**config.mk**
```make
export PLATFORM = sky130hd
export DESIGN_NAME = sample_rate_divider_calc
export DESIGN_NICKNAME = d
export VERILOG_FILES = /design/src/sdc_pkg.sv /design/src/sdc_prep.sv /design/src/sdc_div_cell.sv /design/src/sample_rate_divider_calc.sv
export SDC_FILE = /design/constraint.sdc
export NUM_CORES = 1
export LEC_CHECK = 0
export BUFFER_PORTS_ARGS = -buffer_cell sky130_fd_sc_hd__buf_2
export CAP_MARGIN = 10
export CORE_AREA = 5 5 308 310
export DETAILED_ROUTE_END_ITERATION = 8
export DIE_AREA = 0 0 313 315
export PLACE_DENSITY = 0.66
export SLEW_MARGIN = 10
export SYNTH_ARGS = -nofsm -noshare
export SYNTH_HDL_FRONTEND = slang
export SYNTH_SLANG_ARGS = --single-unit
```
**constraint.sdc**
```tcl
create_clock -name clk -period 10.4 [get_ports clk]
set_input_delay 0.52 -clock clk [delete_from_list [all_inputs] [get_ports clk]]
set_output_delay 0.52 -clock clk [all_outputs]
set_load 0.05 [all_outputs]
```
**src/sdc_pkg.sv**
```systemverilog
// ----------------------------------------------------------------------------
// Sample rate divider calculator package
// Shared widths, constants and the lane record that travels down the divider
// chain.
// ----------------------------------------------------------------------------
`default_nettype none

package sdc_pkg;

  localparam int RATE_W = 16;
  localparam int QW     = 7;
  localparam int RW_C   = 20;
  localparam int DW_C   = RATE_W + QW - 1;
  localparam int RW_F   = 23;
  localparam int DIV_W  = 21;
  localparam int DW_F   = DIV_W + QW - 1;

  localparam logic [RATE_W-1:0] RATE_MIN      = 16'd4000;
  localparam logic [RATE_W-1:0] RATE_MAX      = 16'd48000;
  localparam logic [RATE_W-1:0] RATE_SPLIT    = 16'd22000;
  localparam logic [RW_C-1:0]   HI_CLOCK_BASE = 20'd795500;
  localparam logic [RW_C-1:0]   LO_CLOCK_BASE = 20'd397700;
  localparam logic [RW_F-1:0]   FILTER_BASE   = 23'd7160000;
  localparam logic [6:0]        FILTER_MULT   = 7'd82;
  localparam logic [16:0]       RECIP_FIVE    = 17'd52429;
  localparam int                RECIP_SHIFT   = 18;
  localparam logic [7:0]        HI_CLOCK_FLAG = 8'h80;

  typedef struct packed {
    logic [RW_C-1:0]   rem_c;
    logic [DW_C-1:0]   den_c;
    logic [QW-1:0]     quo_c;
    logic [RW_F-1:0]   rem_f;
    logic [DW_F-1:0]   den_f;
    logic [QW-1:0]     quo_f;
    logic [RATE_W-1:0] rate;
    logic              hi;
  } lane_t;

endpackage

`default_nettype wire

```
**src/sdc_prep.sv**
```systemverilog
// ----------------------------------------------------------------------------
// Operand preparation
// Clamps the rate, forms both rounded numerators and the filter divisor over
// three registered stages.
// ----------------------------------------------------------------------------
`default_nettype none

module sdc_prep (
  input  wire logic                        clk,
  input  wire logic                        rst_n,
  input  wire logic                        up_valid,
  input  wire logic [sdc_pkg::RATE_W-1:0]  up_rate,
  output logic                             up_ready,
  output logic                             dn_valid,
  output sdc_pkg::lane_t                   dn_lane,
  input  wire logic                        dn_ready
);

  logic                        v1_r, v2_r, v3_r;
  logic                        rdy1, rdy2, rdy3;
  logic [sdc_pkg::RATE_W-1:0]  rate1_r, rate1_nxt;
  logic [sdc_pkg::RATE_W-1:0]  rate2_r;
  logic                        hi2_r, hi2_nxt;
  logic [sdc_pkg::RW_C-1:0]    num2_r, num2_nxt;
  logic [sdc_pkg::RATE_W-1:0]  scaled2_r, scaled2_nxt;
  logic [18:0]                 times9;
  logic [16:0]                 quarter;
  logic [33:0]                 prod5;
  logic [22:0]                 prod82;
  sdc_pkg::lane_t              lane3_r, lane3_nxt;

  assign rdy3     = !v3_r || dn_ready;
  assign rdy2     = !v2_r || rdy3;
  assign rdy1     = !v1_r || rdy2;
  assign up_ready = rdy1;
  assign dn_valid = v3_r;
  assign dn_lane  = lane3_r;

  always_comb begin
    if (up_rate < sdc_pkg::RATE_MIN) begin
      rate1_nxt = sdc_pkg::RATE_MIN;
    end else if (up_rate > sdc_pkg::RATE_MAX) begin
      rate1_nxt = sdc_pkg::RATE_MAX;
    end else begin
      rate1_nxt = up_rate;
    end
  end

  always_comb begin
    hi2_nxt     = rate1_r > sdc_pkg::RATE_SPLIT;
    num2_nxt    = (hi2_nxt ? sdc_pkg::HI_CLOCK_BASE : sdc_pkg::LO_CLOCK_BASE)
                  + {4'd0, 1'b0, rate1_r[sdc_pkg::RATE_W-1:1]};
    times9      = {rate1_r, 3'd0} + {3'd0, rate1_r};
    quarter     = times9[18:2];
    prod5       = {17'd0, quarter} * {17'd0, sdc_pkg::RECIP_FIVE};
    scaled2_nxt = prod5[sdc_pkg::RECIP_SHIFT +: sdc_pkg::RATE_W];
  end

  always_comb begin
    prod82          = {7'd0, scaled2_r} * {16'd0, sdc_pkg::FILTER_MULT};
    lane3_nxt.rem_c = num2_r;
    lane3_nxt.den_c = {rate2_r, {(sdc_pkg::QW-1){1'b0}}};
    lane3_nxt.quo_c = '0;
    lane3_nxt.rem_f = sdc_pkg::FILTER_BASE;
    lane3_nxt.den_f = {prod82[sdc_pkg::DIV_W-1:0], {(sdc_pkg::QW-1){1'b0}}};
    lane3_nxt.quo_f = '0;
    lane3_nxt.rate  = rate2_r;
    lane3_nxt.hi    = hi2_r;
  end

  always_ff @(posedge clk) begin
    if (!rst_n) begin
      v1_r <= 1'b0;
      v2_r <= 1'b0;
      v3_r <= 1'b0;
    end else begin
      if (rdy1) begin
        v1_r <= up_valid;
      end
      if (rdy2) begin
        v2_r <= v1_r;
      end
      if (rdy3) begin
        v3_r <= v2_r;
      end
    end
  end

  always_ff @(posedge clk) begin
    if (rdy1) begin
      rate1_r <= rate1_nxt;
    end
    if (rdy2) begin
      rate2_r   <= rate1_r;
      hi2_r     <= hi2_nxt;
      num2_r    <= num2_nxt;
      scaled2_r <= scaled2_nxt;
    end
    if (rdy3) begin
      lane3_r <= lane3_nxt;
    end
  end

endmodule

`default_nettype wire

```
**src/sdc_div_cell.sv**
```systemverilog
// ----------------------------------------------------------------------------
// Divider cell
// One restoring step for both quotients: compare, subtract, shift the divisor
// right and pass the lane on.
// ----------------------------------------------------------------------------
`default_nettype none

module sdc_div_cell (
  input  wire logic    clk,
  input  wire logic    rst_n,
  input  wire logic    up_valid,
  input  wire sdc_pkg::lane_t up_lane,
  output logic         up_ready,
  output logic         dn_valid,
  output sdc_pkg::lane_t dn_lane,
  input  wire logic    dn_ready
);

  logic                       valid_r;
  sdc_pkg::lane_t             lane_r, lane_nxt;
  logic                       ge_c, ge_f;
  logic [sdc_pkg::DW_C-1:0]   diff_c;
  logic [sdc_pkg::DW_F-1:0]   diff_f;

  assign up_ready = !valid_r || dn_ready;
  assign dn_valid = valid_r;
  assign dn_lane  = lane_r;

  always_comb begin
    ge_c   = {{(sdc_pkg::DW_C-sdc_pkg::RW_C){1'b0}}, up_lane.rem_c} >= up_lane.den_c;
    ge_f   = {{(sdc_pkg::DW_F-sdc_pkg::RW_F){1'b0}}, up_lane.rem_f} >= up_lane.den_f;
    diff_c = {{(sdc_pkg::DW_C-sdc_pkg::RW_C){1'b0}}, up_lane.rem_c} - up_lane.den_c;
    diff_f = {{(sdc_pkg::DW_F-sdc_pkg::RW_F){1'b0}}, up_lane.rem_f} - up_lane.den_f;
    lane_nxt       = up_lane;
    lane_nxt.rem_c = ge_c ? diff_c[sdc_pkg::RW_C-1:0] : up_lane.rem_c;
    lane_nxt.rem_f = ge_f ? diff_f[sdc_pkg::RW_F-1:0] : up_lane.rem_f;
    lane_nxt.den_c = up_lane.den_c >> 1;
    lane_nxt.den_f = up_lane.den_f >> 1;
    lane_nxt.quo_c = {up_lane.quo_c[sdc_pkg::QW-2:0], ge_c};
    lane_nxt.quo_f = {up_lane.quo_f[sdc_pkg::QW-2:0], ge_f};
  end

  always_ff @(posedge clk) begin
    if (!rst_n) begin
      valid_r <= 1'b0;
    end else if (up_ready) begin
      valid_r <= up_valid;
    end
  end

  always_ff @(posedge clk) begin
    if (up_ready) begin
      lane_r <= lane_nxt;
    end
  end

endmodule

`default_nettype wire

```
**src/sample_rate_divider_calc.sv**
```systemverilog
// ----------------------------------------------------------------------------
// Sample rate divider calculator
// Turns a requested sample rate into the clock and filter divider bytes.
// ----------------------------------------------------------------------------
// A new rate beat is taken every cycle while the output is not stalled, and
// each one yields one result beat: the preparation stages clamp the
// rate and form the operands, a chain of seven divider cells resolves one
// quotient bit of both divisions per cell, and one output register forms the
// bytes. Every stage holds its own valid bit, so empty stages fill up while
// the output waits.
`default_nettype none

module sample_rate_divider_calc (
  input  wire logic        clk,
  input  wire logic        rst_n,
  input  wire logic        in_tvalid,
  output logic             in_tready,
  input  wire logic [15:0] in_tdata,   // requested_rate[15:0]
  output logic             out_tvalid,
  input  wire logic        out_tready,
  output logic [31:0]      out_tdata   // clock_divider[7:0], filter_divider[15:8],
                                       // applied_rate[31:16]
);

  logic           valid_w [0:sdc_pkg::QW];
  logic           ready_w [0:sdc_pkg::QW];
  sdc_pkg::lane_t lane_w  [0:sdc_pkg::QW];

  logic           out_valid_r;
  logic [31:0]    out_data_r, out_data_nxt;
  logic [7:0]     neg_c, neg_f;
  logic [7:0]     clk_byte;

  sdc_prep u_prep (
    .clk      (clk),
    .rst_n    (rst_n),
    .up_valid (in_tvalid),
    .up_rate  (in_tdata),
    .up_ready (in_tready),
    .dn_valid (valid_w[0]),
    .dn_lane  (lane_w[0]),
    .dn_ready (ready_w[0])
  );

  for (genvar g = 0; g < sdc_pkg::QW; g++) begin : g_cell
    sdc_div_cell u_cell (
      .clk      (clk),
      .rst_n    (rst_n),
      .up_valid (valid_w[g]),
      .up_lane  (lane_w[g]),
      .up_ready (ready_w[g]),
      .dn_valid (valid_w[g+1]),
      .dn_lane  (lane_w[g+1]),
      .dn_ready (ready_w[g+1])
    );
  end

  assign ready_w[sdc_pkg::QW] = !out_valid_r || out_tready;

  always_comb begin
    neg_c = 8'd0 - {1'b0, lane_w[sdc_pkg::QW].quo_c};
    neg_f = 8'd0 - {1'b0, lane_w[sdc_pkg::QW].quo_f};
    if (lane_w[sdc_pkg::QW].hi) begin
      clk_byte = sdc_pkg::HI_CLOCK_FLAG | neg_c;
    end else begin
      clk_byte = sdc_pkg::HI_CLOCK_FLAG - {1'b0, lane_w[sdc_pkg::QW].quo_c};
    end
    out_data_nxt = {lane_w[sdc_pkg::QW].rate, neg_f, clk_byte};
  end

  always_ff @(posedge clk) begin
    if (!rst_n) begin
      out_valid_r <= 1'b0;
    end else if (ready_w[sdc_pkg::QW]) begin
      out_valid_r <= valid_w[sdc_pkg::QW];
    end
  end

  always_ff @(posedge clk) begin
    if (ready_w[sdc_pkg::QW]) begin
      out_data_r <= out_data_nxt;
    end
  end

  assign out_tvalid = out_valid_r;
  assign out_tdata  = out_data_r;

  a_rate_range : assert property (@(posedge clk) disable iff (!rst_n)
    out_tvalid |-> (out_tdata[31:16] >= sdc_pkg::RATE_MIN &&
                    out_tdata[31:16] <= sdc_pkg::RATE_MAX))
    else $error("applied rate outside the clamp range");

  a_hi_flag : assert property (@(posedge clk) disable iff (!rst_n)
    out_tvalid |-> (out_tdata[7] == (out_tdata[31:16] > sdc_pkg::RATE_SPLIT)))
    else $error("high-rate clock bit disagrees with the applied rate");

  a_reset_empty : assert property (@(posedge clk)
    !rst_n |=> !out_tvalid)
    else $error("result beat shown right after reset");

endmodule

`default_nettype wire
```
* Word level (Yosys, flattened, before mapping)
Cells that the tools add are included.
** Word-level totals
- Register bits :: 721
** Operators by class
- $lt $le $gt $ge :: 17
- Multiplexer cells :: 14
- Reduce and logical (&&, ||, !) cells :: 23
- $mul :: 2
- Add/sub/neg operators :: 17
** Operators by type and width (number)
- $mux 20 :: 7
- $mux 23 :: 5
- $sub 23x23->23 :: 4
- $sub 20x20->20 :: 3
- $mul 17x16->33 const B :: 1
- $ge 23x27->1 const A :: 1
- $ge 23x26->1 :: 1
- $ge 23x25->1 :: 1
- $ge 23x24->1 :: 1
- $ge 23x21->1 :: 1
- $ge 23x22->1 :: 1
- $ge 23x23->1 :: 1
- $sub 23x22->23 :: 1
- $sub 23x23->23 const A :: 1
- $ge 20x22->1 :: 1
- $ge 20x21->1 :: 1
- $add 20x15->20 :: 1
- $ge 20x16->1 :: 1
- $ge 20x17->1 :: 1
- $ge 20x18->1 :: 1
- $ge 20x19->1 :: 1
- $ge 20x20->1 :: 1
- $mul 15x6->20 const B :: 1
- $sub 20x17->20 :: 1
- other kinds (14) :: 34

* Logic depth before layout (Yosys ltp)
- Word-level depth :: 12
- Depth in mapped cells :: 30

* Cells and area by module
Synthesis repeated with hierarchy kept, for this count alone.
** Unflattened totals
- Cells, all modules :: 4679
- Area total of the unflattened synthesis :: 58618.7 um^2
** Modules (own cells, without submodules)
- sdc_div_cell (g_cell[0].u_cell ...) :: cells each 499, instances 4, area an instance 6560.0 um^2
- sdc_prep :: cells each 1026, instances 1, area an instance 11395.9 um^2
- sdc_div_cell (g_cell[2].u_cell) :: cells each 552, instances 1, area an instance 6723.9 um^2
- sdc_div_cell (g_cell[1].u_cell) :: cells each 500, instances 1, area an instance 6525.0 um^2
- sdc_div_cell (g_cell[6].u_cell) :: cells each 536, instances 1, area an instance 6498.7 um^2
- sample_rate_divider_calc :: cells each 69, instances 1, area an instance 1234.9 um^2

* Worst setup path after synthesis
Ideal clock, no wire load.
- Path type :: reg-to-reg
- Start point :: register u_prep.rate1_r[3] (netlist name)
- End point :: register u_prep.scaled2_r[9] (netlist name) (data pin)
- Path buffers :: 0
- Required time :: 10.142 ns
- Setup slack :: 2.803 ns
- Arrival :: 7.339 ns
- Setup time :: 0.258 ns
- Stages on the path, launching flop included :: 31
- Cells stage by stage :: edfxtp_1 > ha_1 > inv_1 > fa_1 > nor2b_1 > o21ai_0 > a21oi_1 > o21ai_0 > o21ai_0 > o221ai_1 > a21boi_0 > xor2_1 > ha_1 > ha_1 > inv_1 > fa_1 > inv_1 > fa_1 > fa_1 > inv_1 > fa_1 > inv_1 > ha_1 > and4_1 > nand3_1 > a2111o_1 > a21boi_0 > a21boi_0 > o21bai_1 > a21oi_1 > xnor2_1
** Between the ends
- Word-level cells in the longest chain between the ends :: 2
** RTL lines
- start: declaration :: line sdc_prep.sv:21 : logic [sdc_pkg::RATE_W-1:0] rate1_r, rate1_nxt;
- start signal: assignment :: line sdc_prep.sv:91 : rate1_r <= rate1_nxt;
- $add 19x16->19 :: line sdc_prep.sv:53 : times9 = {rate1_r, 3'd0} + {3'd0, rate1_r};
- $mul 17x16->33 :: line sdc_prep.sv:55 : prod5 = {17'd0, quarter} * {17'd0, sdc_pkg::RECIP_FIVE};
- named net u_prep.prod5[27] :: line sdc_prep.sv:28 : logic [33:0] prod5;
- end signal: assignment :: line sdc_prep.sv:97 : scaled2_r <= scaled2_nxt;
- end: declaration :: line sdc_prep.sv:25 : logic [sdc_pkg::RATE_W-1:0] scaled2_r, scaled2_nxt;
The timed path passes the listed nets, and every way through them passes these cells.
A chain may end at the register's enable or synchronous reset.

* Worst setup path in the final report
Same ends and word-level chain as after synthesis.

==> impl_metrics.env <==
export IMPL_period_share_pct=82.6
export IMPL_die_y_um=315
export IMPL_fin_crit_ps=8590
export IMPL_tns_ps=0
export IMPL_via_per_inst=5.12
export IMPL_seq_area_frac_synth_pct=49.3
export IMPL_post_cts_resized=0
export IMPL_hp_class="in2reg"
export IMPL_cts_buffer_depth=3
export IMPL_hold_ws_ps=171
export IMPL_setup_violations=0
export IMPL_coreArea_mm2=0.0914
export IMPL_cp_start_kind="flip-flop"
export IMPL_cts_sinks=673
export IMPL_htree_levels=3
export IMPL_synthMuxAreaShare_pct=3.36
export IMPL_worstSetupPathType="reg2reg"
export IMPL_status="completed"
export IMPL_grt_busiest_layer="met2"
export IMPL_drc=0
export IMPL_place_ws_ps=1820
export IMPL_grt_max_degree=90
export IMPL_worst_slew_pin_transition_ps=1130
export IMPL_grt_use_met1_pct=18.3
export IMPL_diodes=0
export IMPL_synthAdderAreaFrac_pct=18.1
export IMPL_synth_compound_area_share_pct=10.7
export IMPL_slowest_stage="xor2_1"
export IMPL_cp_max_fo=6
export IMPL_gp_congestion=0.904
export IMPL_use_met2_pct=25.9
export IMPL_die_w_um=313
export IMPL_cts_tree="done"
export IMPL_fmax_mhz=116
export IMPL_relSlewSlack_pct=24.4
export IMPL_dr_pass1_iters=5
export IMPL_postCtsHoldBufs=0
export IMPL_fin_ws_ps=1810
export IMPL_cts_made_buffers=73
export IMPL_grt_use_total_pct=14.6
export IMPL_detail_route_antenna_nets=0
export IMPL_area_delta_synth_final_pct=10.1
export IMPL_netlist_instances=3458
export IMPL_design_area_mm2=0.0449
export IMPL_clk_latency_ps=610
export IMPL_drv_cap=0
export IMPL_synth_flop_cell="edfxtp_1"
export IMPL_rr_startpoint="u_prep.rate1_r[3]$_SDFFCE_PP0P_"
export IMPL_yosysUniqueCellTypes=86
export IMPL_synth_net_count=4005
export IMPL_grt_pass1_vias=24800
export IMPL_crit_required_ps=10740
export IMPL_port_buffers=53
export IMPL_ys_warn_count=0
export IMPL_post_dp_cell_area_mm2=0.0425
export IMPL_endpoint_kind="flip-flop"
export IMPL_clkSlewWorstSetupHoldPaths_ps=60
export IMPL_final_nets=4105
export IMPL_dieArea_mm2=0.0986
export IMPL_worstPathArrival_ps=8930
export IMPL_antenna_found_initial=0
export IMPL_ys_seq_elements=673
export IMPL_synth_xor_area_share_pct=5.04
export IMPL_initial_core_util_pct=44.6
export IMPL_hold_viol=0
export IMPL_clock_skew_final_ps=22.9
export IMPL_synth_edf_count=662
export IMPL_via_count=24600
export IMPL_dr_first_iter_drc_count=1224
export IMPL_grt_pass1_wl_um=121000
export IMPL_drive_gt1_share_pct=9.07
export IMPL_syn_area_mm2=0.0408
export IMPL_post_dp_hpwl_um=55900
export IMPL_rows=111
export IMPL_num_io_pins=54
export IMPL_rsz0062_at_grt="false"
export IMPL_post_cts_buffers=0
export IMPL_synthArstFlopShare_pct=0
export IMPL_use_met3_pct=1.89
export IMPL_hp_start="in_tdata[15]"
export IMPL_synth_top_family_by_area="adder cells"
export IMPL_syn_area_per_cell_um2=11.8
export IMPL_grt_ovfl_total=0
export IMPL_rrSetupSlack_ps=1810
export IMPL_clockRootBuffer="clkbuf_16"
export IMPL_cpPeakStageDelay_ps=610
export IMPL_wl_per_cell_um=14.8
export IMPL_startpoint="u_prep.rate1_r[3]$_SDFFCE_PP0P_"
export IMPL_drt_total_wl_um=70900
export IMPL_synth_simple_area_share_pct=8.51
export IMPL_slew_violations=0
[cells by family (layout without fill, tap and decap cells)]
group / after synthesis / count (layout)
adder cells (fa/ha/maj): 527 / 527
flip-flops: 673 / 673
AO/OA/AOI/OAI: 660 / 660
buffers and inverters: 538 / 695
XOR/XNOR: 233 / 233
AND/OR/NAND/NOR: 703 / 703
multiplexers: 124 / 124
[worst max-delay path: cells and delay by family (launching register included)]
kind / cells / cell delay [ps]
adder cells (fa/ha/maj): 9 / 3610
AND/OR/NAND/NOR: 3 / 390
AO/OA/AOI/OAI: 11 / 2890
buffers and inverters: 5 / 240
flip-flops: 1 / 450
XOR/XNOR: 2 / 730
[path summary, 6_finish.rpt]
path,depth (start not counted),to
worst min-delay path,1,u_prep.rate1_r[15]$_SDFFCE_PP0P_
worst max-delay path,30,u_prep.scaled2_r[9]$_DFFE_PP_
worst min register to register,0,u_prep.dn_lane[113]$_DFFE_PP_
worst max register to register,30,u_prep.scaled2_r[9]$_DFFE_PP_
[per-layer routing]
layer	part of all wire [%]	routed length, um	up-vias
met2	49	34700	369
li1	-	-	12600
met1	45	31700	11500
met4	3.3	2300	0
met3	3.1	2210	142
met5	0	0	-
[flip-flops by register name (all words and copies together), names as in the netlist, 7 cells and up]
name and cells:
g_cell.u_cell.dn_lane 515, u_prep.dn_lane 52, out_tdata 32, u_prep.num2_r 16, u_prep.rate1_r 16, u_prep.rate2_r 16, u_prep.scaled2_r 15, g_cell.u_cell.dn_valid 7
[synth_stat cells, types with 62 or more instances]
| cell | count | share of area [%] |
|---|---|---|
| a21o_1 | 85 | 1.6 |
| a21oi_1 | 181 | 2.2 |
| edfxtp_1 | 662 | 49 |
| fa_1 | 105 | 5.2 |
| ha_1 | 422 | 13 |
| inv_1 | 499 | 4.6 |
| mux2_2 | 102 | 2.8 |
| nand2_1 | 157 | 1.4 |
| nor2_1 | 196 | 1.8 |
| nor3_1 | 62 | 0.76 |
| o21ai_0 | 119 | 1.5 |
| xnor2_1 | 155 | 3.3 |
| xor2_1 | 76 | 1.6 |
[final cells by class]
class                   count  area, um^2
inverters                 499        1870
clock inverters            43         485
fillers                  8026       46500
well taps                1186        1480
flip-flops and latches    673       20100
repair buffers             64         348
clock buffers              89        1940
multi-input cells        2247       18700
[through the flow]
| step | std cells | utilization [%] |
|---|---|---|
| floorplan | 3458 | - |
| global placement | 4669 | 46.5 |
| detailed placement | 4669 | 46.5 |
| CTS | 4801 | 49.1 |
| global route | 4801 | 49.1 |
| finish | 4801 | 49.1 |
[layout by cell type, fill, tap and decap left out, types with 16 or more instances in the layout]
master     count
edfxtp_1     662
inv_1        495
ha_1         422
nor2_1       196
a21oi_1      180
xnor2_1      155
nand2_1      154
o21ai_0      119
fa_1         105
mux2_2       102
a21o_1        85
xor2_1        76
clkbuf_16     73
nor3_1        61
nor2b_1       54
buf_2         53
o21a_1        48
nand3_1       37
nand2b_1      37
a31oi_1       31
and2_1        27
and3_1        27
nand4_1       26
a211oi_1      20
mux2i_1       20
o21bai_1      20
o211ai_1      18
or3_1         16
Power is not shown: default switching activity piles up to over one toggle a cycle in this logic, so the estimate is an artifact.
